==> src/ils_pkg.sv <==
// Package for the indexed list store: sizes, command and status codes,
// and the command bundle broadcast to the row of storage cells.
// Used by every file of the block; depends on nothing.
package ils_pkg;

  localparam int CAPACITY = 64;
  localparam int WORD_W   = 32;
  localparam int IDX_W    = (CAPACITY > 1) ? $clog2(CAPACITY) : 1;
  localparam int CNT_W    = $clog2(CAPACITY + 1);
  localparam int POS_W    = 7;
  localparam int OP_W     = 3;
  localparam int STAT_W   = 2;
  localparam int ECNT_W   = 7;
  localparam int CMP_W    = (CNT_W > POS_W) ? CNT_W : POS_W;

  // read-back OR tree: fan-in of up to eight per level, four registered levels
  localparam int FAN    = 8;
  localparam int N1     = (CAPACITY + FAN - 1) / FAN;
  localparam int N2     = (N1 + FAN - 1) / FAN;
  localparam int N3     = (N2 + FAN - 1) / FAN;
  localparam int TREE_LAT = 4;

  localparam logic [OP_W-1:0] OP_READ   = 3'd0;
  localparam logic [OP_W-1:0] OP_HEAD   = 3'd1;
  localparam logic [OP_W-1:0] OP_TAIL   = 3'd2;
  localparam logic [OP_W-1:0] OP_AT     = 3'd3;
  localparam logic [OP_W-1:0] OP_DELETE = 3'd4;

  localparam logic [STAT_W-1:0] STAT_DONE  = 2'd0;
  localparam logic [STAT_W-1:0] STAT_RANGE = 2'd1;
  localparam logic [STAT_W-1:0] STAT_FULL  = 2'd2;

  localparam logic [WORD_W-1:0] MINUS_ONE = '1;

  typedef struct packed {
    logic              ins;    // shift up from point, write word at point
    logic              del;    // shift down from point
    logic [IDX_W-1:0]  point;
    logic [WORD_W-1:0] word;
  } cell_cmd_t;

endpackage

==> src/ils_cell.sv <==
// One storage cell of the list: holds a single entry and trades it with
// its neighbors on insert and delete. Depends on ils_pkg.
module ils_cell (
  input  logic                       clk,
  input  ils_pkg::cell_cmd_t         cmd,
  input  logic [ils_pkg::IDX_W-1:0]  my_index,
  input  logic [ils_pkg::WORD_W-1:0] left_val,
  input  logic [ils_pkg::WORD_W-1:0] right_val,
  input  logic [ils_pkg::IDX_W-1:0]  read_pos,
  output logic [ils_pkg::WORD_W-1:0] val,
  output logic [ils_pkg::WORD_W-1:0] rd_masked
);

  logic [ils_pkg::WORD_W-1:0] val_next;

  always_comb begin
    val_next = val;
    if (cmd.ins) begin
      if (my_index > cmd.point) begin
        val_next = left_val;
      end else if (my_index == cmd.point) begin
        val_next = cmd.word;
      end
    end else if (cmd.del) begin
      if (my_index >= cmd.point) begin
        val_next = right_val;
      end
    end
  end

  always_ff @(posedge clk) begin
    val <= val_next;
  end

  // drive the entry onto the read tree only when addressed
  assign rd_masked = (my_index == read_pos) ? val : '0;

endmodule

==> config.mk <==
export PLATFORM = sky130hd
export DESIGN_NAME = ils_cell
export DESIGN_NICKNAME = d
export VERILOG_FILES = /design/src/ils_pkg.sv /design/src/ils_cell.sv
export SDC_FILE = /design/constraint.sdc
export NUM_CORES = 1
export LEC_CHECK = 0
export BUFFER_PORTS_ARGS = -buffer_cell sky130_fd_sc_hd__buf_2
export CORE_UTILIZATION = 35
export DETAILED_ROUTE_END_ITERATION = 8
export HOLD_SLACK_MARGIN = 0.12
export PLACE_DENSITY = 0.77
export SYNTH_ARGS = -nofsm -noshare
export SYNTH_HDL_FRONTEND = slang
export SYNTH_SLANG_ARGS = --single-unit
==> constraint.sdc <==
create_clock -name clk -period 1.91 [get_ports clk]
set_input_delay 0.0955 -clock clk [delete_from_list [all_inputs] [get_ports clk]]
set_output_delay 0.0955 -clock clk [all_outputs]
set_load 0.03 [all_outputs]
# Word-level counts from Yosys, hierarchy flattened

Index checks and enable logic that the tools add are counted.

Output and inout port bits: 64
Flip-flop bits (word level): 32
Logic and storage cells: 15
Input port bits: 117

Order comparisons: 2
Equal/unequal tests: 3
Reduce and logical (&&, ||, !) cells: 3
Multiplexer cells: 6

Operator list:

| operator             | number |
|---|---|
| $mux W32             | 6 |
| $eq A6 B6 Y1         | 2 |
| $ge A6 B6 Y1         | 1 |
| $gt A6 B6 Y1         | 1 |
| $reduce_bool A2 Y1   | 2 |
| $ne A3 B1 Y1 const B | 1 |
| $reduce_and A3 Y1    | 1 |

# Longest topological paths before layout

Gate-level depths: netlist of the first run.

Depth in word-level cells: 4
Depth in mapped cells: 7
Mapped depth without buffers: 6

# Least setup slack after synthesis of the first run

Ideal clock, no wire load.

Kind: input -> register
Start point: input cmd[37] (netlist name)
End point: register val[0] (netlist name), enable pin
Data required time: 1.519 ns
Setup time: 0.391 ns
Arrival: 1.589 ns
Path buffers: 0
Slack: -0.070 ns
Stages on the path: 6
Path through: inv_1 > ha_1 > nand2_1 > o21a_1 > o21ai_0 > o21a_1

Cells in the longest elaborated chain, start to end: 3
Elaborated cells between the ends (all ways): 6
Those cells by class: order compare (2); eq/ne (2); reduce/logical (2)

RTL lines:

| item                                                                | RTL line       | text |
|---|---|---|
| from (decl)                                                         | ils_cell.sv:5  | `input ils_pkg::cell_cmd_t cmd,` |
| $gt A6 B6 Y1, or another cell as far along                          | ils_cell.sv:19 | `if (my_index > cmd.point) begin` |
| $ne A3 B1 Y1 (no source line) or $reduce_bool A2 Y1 (tied branches) | -              |  |
| $reduce_and A3 Y1 (no source line) (*)                              | -              |  |
| to (signal assigned)                                                | ils_cell.sv:32 | `val <= val_next;` |
| to (decl)                                                           | ils_cell.sv:10 | `output logic [ils_pkg::WORD_W-1:0] val,` |

Mark *: on every way between the ends. The rest lies on a longest branch, timed or not.
A chain may end at the register's enable or synchronous reset.

# Worst setup path in the final report of the first run

Start point: input my_index[4] (netlist name)
End point: register val[3] (netlist name) (data pin)

Cells in the longest elaborated chain, start to end: 3

RTL lines:

| item                   | RTL line       | text |
|---|---|---|
| from (decl)            | ils_cell.sv:6  | `input logic [ils_pkg::IDX_W-1:0] my_index,` |
| $gt A6 B6 Y1           | ils_cell.sv:19 |  |
| $mux W32               | ils_cell.sv:19 |  |
| $mux W32               | ils_cell.sv:18 | `if (cmd.ins) begin` |
| net val_next (one bit) | ils_cell.sv:14 | `logic [ils_pkg::WORD_W-1:0] val_next;` |

The timed path passes the listed nets, and every way through them passes these cells.

==> results of run 1 <==
## final cells by class
cell class | count | area [µm²]
fillers | 504 | 2370
clock inverters | 2 | 35.0
clock buffers | 6 | 72.6
inverters | 9 | 33.8
well taps | 72 | 90.1
multi-input cells | 132 | 1080
flip-flops and latches | 32 | 961
repair buffers | 192 | 1040
## power breakdown
part | internal, W | switching (W)
Combinational | 0.000338 | 0.000478
Clock | 0.000387 | 0.000244
Sequential | 0.000920 | 0.0000508
Total | 0.00164 | 0.000773
## through the flow
stage                     TNS [ns]  setup slack, ns  cells
after floorplan                  0            0.182    185
final                            0            0.273    445
after global routing             0            0.225    445
after global placement           0           0.0354    437
after detailed placement   -0.0821          -0.0206    437
after CTS                        0            0.287    445
## metal layers
layer / part of all wire / routed length (µm) / GRT usage
met5: 0 / 0 / 0
met4: 0.010 / 63 / 0.0518
met3: 0.069 / 426 / 0.0446
met2: 0.54 / 3310 / 0.362
met1: 0.38 / 2370 / 0.215
## worst max-delay path by stage
stage | endpoint | depth (start not counted) | from
after floorplan | val[0] | 7 | cmd[37]
after global placement | val[31] | 6 | my_index[1]
after detailed placement | val[3] | 6 | my_index[5]
after CTS | val[3] | 6 | my_index[5]
after global routing | val[3] | 8 | my_index[5]
final | val[3] | 6 | my_index[4]
## placed cells by master (no fill, tap or decap), drive strengths merged, types with 2 or more instances in the layout
cell	instances
nand4	2
inv	9
nand2b	2
xnor2	4
edfxtp	32
o21a	2
nand2	2
xor2	2
ha	6
buf	192
and2	32
o221a	31
or2	31
nor3	3
clkbuf	6
a21oi	5
## kinds of logic after synthesis
logic type	count (synthesis)	share of synthesized area
flops	32	0.453
compound gates	44	0.214
fa+ha+maj	6	0.0354
buf+inv	21	0.0496
xor+xnor	6	0.0248
simple gates	76	0.223
## worst max-delay path, delay by kind of cell
family | cells | cell delay [ns]
fa+ha+maj | 1 | 0.32
compound gates | 3 | 1.03
simple gates | 1 | 0.07
buf+inv | 1 | 0.12
==> impl_metrics.yaml, run 1 <==
run_status:
  status: "finished, final reports clean"
sta:
  setup_viol: 0
  hold_violations: 0
  holdWs_ns: 0.153
  tightest_slew_ns: 0.340
  fmax_mhz: 611
  layout_worst_path_cycle_share: 0.857
  fin_crit_ns: 1.64
  slew_viol_final: 0
  slew_headroom: 0.771
  rsz0062_at_grt: "false"
logic_synthesis:
  synthTopCellsByArea: "edfxtp_1 45%, o221a_1 16%, and2_1 9.4%"
  synth_nets: 308
  yosys_register_bits: 32
  seq_area_frac_synth: 0.453
  synthTopCellsByCount: "32 x and2_1, 32 x edfxtp_1, 31 x or2_2, 30 x o221a_1, 9 x inv_1"
  synth_cell_types: 29
  synth-edff-count: 32
  synthFlopType: "edfxtp_1"
  syn-cell-area_mm2: 0.00212
  yosysWarnings: 0
  yosys.area.top_type: "edfxtp_1"
  syn_area_per_cell_um2: 11.5
  syn_inst: 185
  async_flop_share: 0
  yosys.area.top_type_share: 0.453
pwr:
  finalPower_w: 0.00242
  power_density_mw_per_mm2: 730
  p_leak_nw: 1.62
  peakVddDrop_uv: 430
cells_and_area:
  final_nets: 495
  layout-drive-gt1-share: 0.635
  n_antenna_cell: 0
  syn2layout_area_growth_pct: 56.0
  reg_top3: "val (32)"
  finalInstanceArea_mm2: 0.00331
  utilization: 0.583
  top_register: "val"
  largest_reg_flops: 32
place:
  post_dp_cell_area_mm2: 0.00320
  dp_hpwl_um: 5060
  globalplace.congestion: 0.791
  io_buffers: 180
clock_network:
  cts_setup_buffers: 0
  cts_made_buffers: 5
  clock_sinks: 32
  cts_root_buf: "clkbuf_8"
  cts_tree: "yes"
  postCtsResizedCells: 0
  cts_hold_buf: 0
  htreeDepth: 2
  cts.clk_slew.worst_paths_ns: 0.07
  clockBufferDepth: 2
routing:
  drc: 0
  wl_per_cell_um: 13.9
  drt.antenna.violating_nets: 0
  first_iter_violations: 39
  num_vias: 2155
  first_pass_iters: 4
  vias_per_cell: 4.84
  wl_um: 6170
critical_path:
  cp-start-kind: "input pin"
  required_ns: 1.93
  worstPathArrival_ns: 1.66
  crit_path_top_delay_cell: "a211o_4"
  critical_path.cell_chain: "buf_2 > ha_1 > nand2_1 > o21a_1 > a211o_4 > o221a_1"
  cpPeakStageDelay_ns: 0.48
  end_kind: "flop"
  crit_type: "in -> reg"
  path_max_fanout: 31
floorplanning:
  fp.coreArea_mm2: 0.00568
  die_w_um: 79.8
  die_height_um: 79.8
  dieArea_mm2: 0.00637
  pin_count: 181
  start_util: 0.374
  rows: 27
worst_hold_path:
  hp-class: "in -> reg"
  hold_end: "val[31]"
  hold_start: "cmd[31]"
  min_delay_path_depth: 2
global_routing:
  globalRoute.totalOverflow: 0
  grt_pass1_vias: 1971
  grt_pass1_wl_um: 9310
  grt_max_degree: 32
  antenna_found_initial: 0
  grt.total_usage: 0.193
flow_run:
  maxCapViolCount: 0
No activity file was read; power rests on OpenSTA's default activity.
==> inputs of run 2 (changes only) <==
--- a/config.mk
+++ b/config.mk
@@ -6,10 +6,12 @@
 export NUM_CORES = 1
 export LEC_CHECK = 0
 export BUFFER_PORTS_ARGS = -buffer_cell sky130_fd_sc_hd__buf_2
-export CORE_UTILIZATION = 35
+export CELL_PAD_IN_SITES_DETAIL_PLACEMENT = 0
+export CELL_PAD_IN_SITES_GLOBAL_PLACEMENT = 1
+export CORE_UTILIZATION = 24
 export DETAILED_ROUTE_END_ITERATION = 8
 export HOLD_SLACK_MARGIN = 0.12
-export PLACE_DENSITY = 0.77
+export PLACE_DENSITY = 0.76
 export SYNTH_ARGS = -nofsm -noshare
 export SYNTH_HDL_FRONTEND = slang
 export SYNTH_SLANG_ARGS = --single-unit
==> run 2 against run 1 <==
Die area grew 45%. Sequential cell count is the same. Clock power is 22% lower. Global-route usage down 5.3 points. Count of clock-buffer cells in the layout unchanged. Hold slack is essentially flat. Maximum frequency down 1.2%. Routed wire length grew 7.1%. Total power fell by 6.5%. Critical path type unchanged. Critical endpoint is now val[31].
==> impl_metrics.yaml, run 2 (synthesized netlist as in run 1, its figures left out) <==
run_status:
  status: "finished, final reports clean"
routing:
  drt.antenna.violating_nets: 0
  wl_um: 6600
  drc: 0
  first_iter_violations: 22
  vias_per_cell: 4.45
  first_pass_iters: 4
  wl_per_cell_um: 13.8
  num_vias: 2124
floorplanning:
  die_w_um: 96.0
  rows: 33
  dieArea_mm2: 0.00922
  die_height_um: 96.0
  fp.coreArea_mm2: 0.00838
  pin_count: 181
  start_util: 0.253
sta:
  fmax_mhz: 604
  tightest_slew_ns: 0.386
  slew_headroom: 0.742
  fin_crit_ns: 1.66
  holdWs_ns: 0.152
  layout_worst_path_cycle_share: 0.867
  setup_viol: 0
  tns_ns: 0
  hold_violations: 0
  rsz0062_at_grt: "false"
  slew_viol_final: 0
critical_path:
  required_ns: 1.94
  worst-path-buf-inv: 3
  end_kind: "flop"
  critical_path.cell_chain: "buf_2 > ha_1 > nand4_2 > buf_4 > nor3_1 > a31oi_4 > buf_4 > o221a_2"
  crit_end: "val[31]"
  crit_top_cell: "buf_4"
  cpPeakStageDelay_ns: 0.33
  crit_cells: 8
  cp-start-kind: "input pin"
  cp_top_family: "buffers and inverters"
  crit_type: "in -> reg"
  worstPathArrival_ns: 1.69
  crit_path_top_delay_cell: "nor3_1"
  critPathLaunch: "my_index[5]"
  path_max_fanout: 19
clock_network:
  clockBufferDepth: 2
  cts.clk_slew.worst_paths_ns: 0.07
  cts_made_buffers: 5
  cts_tree: "yes"
  cts_setup_buffers: 0
  cts_hold_buf: 0
  clock_sinks: 32
  cts_root_buf: "clkbuf_8"
  postCtsResizedCells: 0
  htreeDepth: 2
cells_and_area:
  nFillCells: 878
  top_register: "val"
  multi_input_area_mm2: 0.00108
  most-common-layout-cells: "180 x buf_2, 32 x and2_1, 32 x edfxtp_1, 31 x or2_2, 30 x o221a_1"
  final_cells: 477
  layout-drive-gt1-share: 0.634
  final_common_cell: "buf_2"
  seqCellArea_um2: 961
  syn2layout_area_growth_pct: 54.8
  reg_top3: "val (32)"
  n_antenna_cell: 0
  final_nets: 495
  largest_reg_flops: 32
place:
  dp_hpwl_um: 5500
  dp.cells: 470
  globalplace.congestion: 0.762
  io_buffers: 180
global_routing:
  grt_pass1_vias: 2087
  grt.total_usage: 0.139
  globalRoute.totalOverflow: 0
  grt_pass1_wl_um: 9780
  grt_max_degree: 32
  antenna_found_initial: 0
flow_run:
  maxCapViolCount: 0
pwr:
  peakVddDrop_uv: 224
  power_density_mw_per_mm2: 688
  p_leak_nw: 1.60
worst_hold_path:
  hp-class: "in -> reg"
## run 2: changes by cell type in the layout (fill, tap and decap cells not counted), sizes merged
cell	change
bufinv	-1
## run 2: cell type report
cell class / instances / share of cell area
Multi-Input combinational cell: 132 / 0.328
Timing Repair Buffer: 192 / 0.306
Sequential cell: 32 / 0.293
Tap cell: 105 / 0.0400
Clock buffer: 6 / 0.0221
Inverter: 9 / 0.0103
Clock inverter: 1 / 0.00152
## run 2: power by group
group	internal (W)	switching (W)
combinational	0.000321	0.000476
clock	0.000248	0.000246
sequential	0.000920	0.0000490
total	0.00149	0.000771
## run 2: how the worst min path moves through the flow
stage                              from       to  slack [ns]  cells after the start
final                            cmd[1]   val[1]        0.15                      2
after global routing            cmd[18]  val[18]        0.14                      2
after CTS                       cmd[18]  val[18]        0.15                      2
after detailed placement        cmd[18]  val[18]        0.44                      2
after global placement          cmd[10]  val[10]        0.43                      2
after floorplan           right_val[30]  val[30]        0.33                      2
## run 2: metrics by stage
step	util	worst slack [ns]	instance area (µm²)	power (W)
floorplan	-	0.182	2120	0.00147
global placement	0.382	-0.00722	3210	0.00178
detailed placement	0.382	-0.0437	3210	0.00179
CTS	0.392	0.261	3280	0.00229
global route	0.392	0.148	3280	0.00240
finish	0.392	0.254	3280	0.00226
## run 2: metal layers
metal,wire length (µm),track usage,up-vias
li1,-,-,1067
met1,2650,0.160,971
met2,3570,0.267,82
met3,333,0.0213,4
met4,50,0.0348,0
met5,0,0,-
==> inputs of run 3 (changes only) <==
--- a/config.mk
+++ b/config.mk
@@ -8,8 +8,10 @@
 export BUFFER_PORTS_ARGS = -buffer_cell sky130_fd_sc_hd__buf_2
 export CELL_PAD_IN_SITES_DETAIL_PLACEMENT = 0
 export CELL_PAD_IN_SITES_GLOBAL_PLACEMENT = 1
+export CORE_MARGIN = 2
 export CORE_UTILIZATION = 24
 export DETAILED_ROUTE_END_ITERATION = 8
+export GPL_TIMING_DRIVEN = 0
 export HOLD_SLACK_MARGIN = 0.12
 export PLACE_DENSITY = 0.76
 export SYNTH_ARGS = -nofsm -noshare
==> constraint.sdc (replaced) <==
create_clock -name clk -period 1.91 [get_ports clk]
set_input_delay 0.0955 -clock clk [delete_from_list [all_inputs] [get_ports clk]]
set_output_delay 0.0955 -clock clk [all_outputs]
set_load 0.05 [all_outputs]
==> run 3 against run 2 <==
Routed wire length increased by 0.71%. Global-route usage decreased by 0.41 points. Combinational power increased by 21%. Largest power group unchanged. Worst setup slack got worse by 0.11 ns. Cell count increased by 0.84%. Sequential share of layout area increased by 0.056 points. Largest cell class unchanged. Via count increased by 2.5%. Maximum frequency decreased by 6.4%. First-iteration DRC count increased by 77%. Clock power increased by 29%. Critical endpoint is now val[29]. Sequential cell count unchanged.
==> impl_metrics.yaml, run 3 (synthesized netlist as in run 1, its figures left out) <==
run_status:
  status: "finished, final reports clean"
pwr:
  peakVddDrop_uv: 287
  finalPower_w: 0.00257
  comb_power_share: 0.375
  p_sw_w: 0.000953
  p_leak_nw: 1.58
  pwr-share-seq: 0.377
  p_sw_frac: 0.371
  power_density_mw_per_mm2: 783
  clkPwrFrac: 0.248
  intPower_w: 0.00161
floorplanning:
  dieArea_mm2: 0.00960
  start_util: 0.246
  die_w_um: 98.0
  rows: 34
  die_height_um: 98.0
  fp.coreArea_mm2: 0.00864
  pin_count: 181
place:
  post_dp_cell_area_mm2: 0.00316
  io_buffers: 180
  globalplace.congestion: 0.843
  dp_hpwl_um: 5590
clock_network:
  cts_root_buf: "clkbuf_8"
  clock_sinks: 32
  cts_made_buffers: 5
  cts_setup_buffers: 0
  clockBufferDepth: 2
  cts_tree: "yes"
  htreeDepth: 2
  cts.clk_slew.worst_paths_ns: 0.07
  cts_hold_buf: 0
sta:
  layout_worst_path_cycle_share: 0.926
  rsz0062_at_grt: "false"
  slew_headroom: 0.485
  tns_ns: 0
  hold_violations: 0
  tightest_slew_ns: 0.772
  setup_viol: 0
  fmax_mhz: 565
  fin_crit_ns: 1.77
  slew_viol_final: 0
routing:
  first_pass_iters: 5
  drc: 0
  drt.antenna.violating_nets: 0
  wl_per_cell_um: 13.8
  wl_um: 6650
  first_iter_violations: 39
  num_vias: 2177
  vias_per_cell: 4.53
worst_hold_path:
  min_delay_path_depth: 2
  hold_end: "val[27]"
  hold_start: "cmd[27]"
  hp-class: "in -> reg"
cells_and_area:
  largest_reg_flops: 32
  n_antenna_cell: 0
  utilization: 0.379
  final_nets: 495
  final_common_cell: "buf_2"
  most-common-layout-cells: "183 x buf_2, 32 x and2_1, 32 x edfxtp_1, 31 x or2_2, 30 x o221a_1"
  top_register: "val"
  nFillCells: 907
  finalInstanceArea_mm2: 0.00328
  syn2layout_area_growth_pct: 54.5
  layout-drive-gt1-share: 0.617
  reg_top3: "val (32)"
global_routing:
  grt_pass1_vias: 2217
  globalRoute.totalOverflow: 0
  antenna_found_initial: 0
  grt_pass1_wl_um: 10500
  grt_max_degree: 33
  grt.total_usage: 0.135
critical_path:
  required_ns: 2.05
  path_max_fanout: 10
  worstPathArrival_ns: 1.91
  end_kind: "flop"
  cp-start-kind: "input pin"
  crit_type: "in -> reg"
flow_run:
  maxCapViolCount: 0
run 3: changes by cell type in the layout (fill, tap and decap cells not counted), sizes merged:
cell / change
buf: -6
bufinv: +1
clkbuf: +6
run 3: power groups by stage:
| stage | Combinational [W] | Clock [W] | Sequential [W] |
|---|---|---|---|
| floorplan | 0.000275 | 0 | 0.00137 |
| global placement | 0.000961 | 0 | 0.000980 |
| detailed placement | 0.000968 | 0 | 0.000985 |
| CTS | 0.000970 | 0.000657 | 0.000969 |
| global route | 0.00102 | 0.000690 | 0.000987 |
| finish | 0.000962 | 0.000637 | 0.000966 |
run 3: layout make-up:
type / instances / area [µm²] / area share
clock inverters: 2 / 35.0 / 0.0107
plain buffers: 12 / 71.3 / 0.0218
well taps: 108 / 135 / 0.0412
clock buffers: 6 / 72.6 / 0.0221
inverters: 9 / 33.8 / 0.0103
multi-input cells: 132 / 1070 / 0.326
repair buffers: 180 / 901 / 0.275
flip-flops and latches: 32 / 961 / 0.293
run 3: worst max-delay path by stage:
| stage | from | to | slack [ns] | cells past startpoint |
|---|---|---|---|---|
| 6_report | my_index[5] | val[29] | 0.14 | 7 |
| 3_3_place_gp | my_index[0] | rd_masked[2] | -0.17 | 7 |
| 3_5_place_dp | my_index[4] | rd_masked[17] | -0.18 | 7 |
| 4_1_cts | my_index[4] | rd_masked[17] | 0.08 | 7 |
| 2_1_floorplan | cmd[37] | val[0] | 0.18 | 7 |
| 5_1_grt | cmd[37] | val[13] | 0.03 | 8 |
run 3: timing repair:
item                                   in CTS  in global routing
gates resized for setup                     1                  1
setup endpoints to repair                  30                 18
endpoints found under the hold margin       0                  0
run 3: critical path, cell delays in order:
cell and delay, ns:
buf_2 0.11, ha_1 0.32, nand4_2 0.17, o21bai_4 0.23
a31oi_1 0.42, buf_2 0.32, o221a_1 0.24
run 3: per-stage QoR:
| stage | worst slack (ns) | hold slack [ns] | instances |
|---|---|---|---|
| 2_1_floorplan | 0.182 | 0.334 | 185 |
| 3_3_place_gp | -0.170 | 0.435 | 473 |
| 3_5_place_dp | -0.179 | 0.440 | 473 |
| 4_1_cts | 0.0791 | 0.141 | 481 |
| 5_1_grt | 0.0267 | 0.145 | 481 |
| 6_report | 0.141 | 0.153 | 481 |
run 3: metal layers:
layer / vias to the layer above / wire, µm / GRT usage
li1: 1070 / - / -
met1: 1018 / 2680 / 0.155
met2: 81 / 3470 / 0.251
met3: 8 / 391 / 0.0251
met4: 0 / 107 / 0.0459
met5: - / 0 / 0
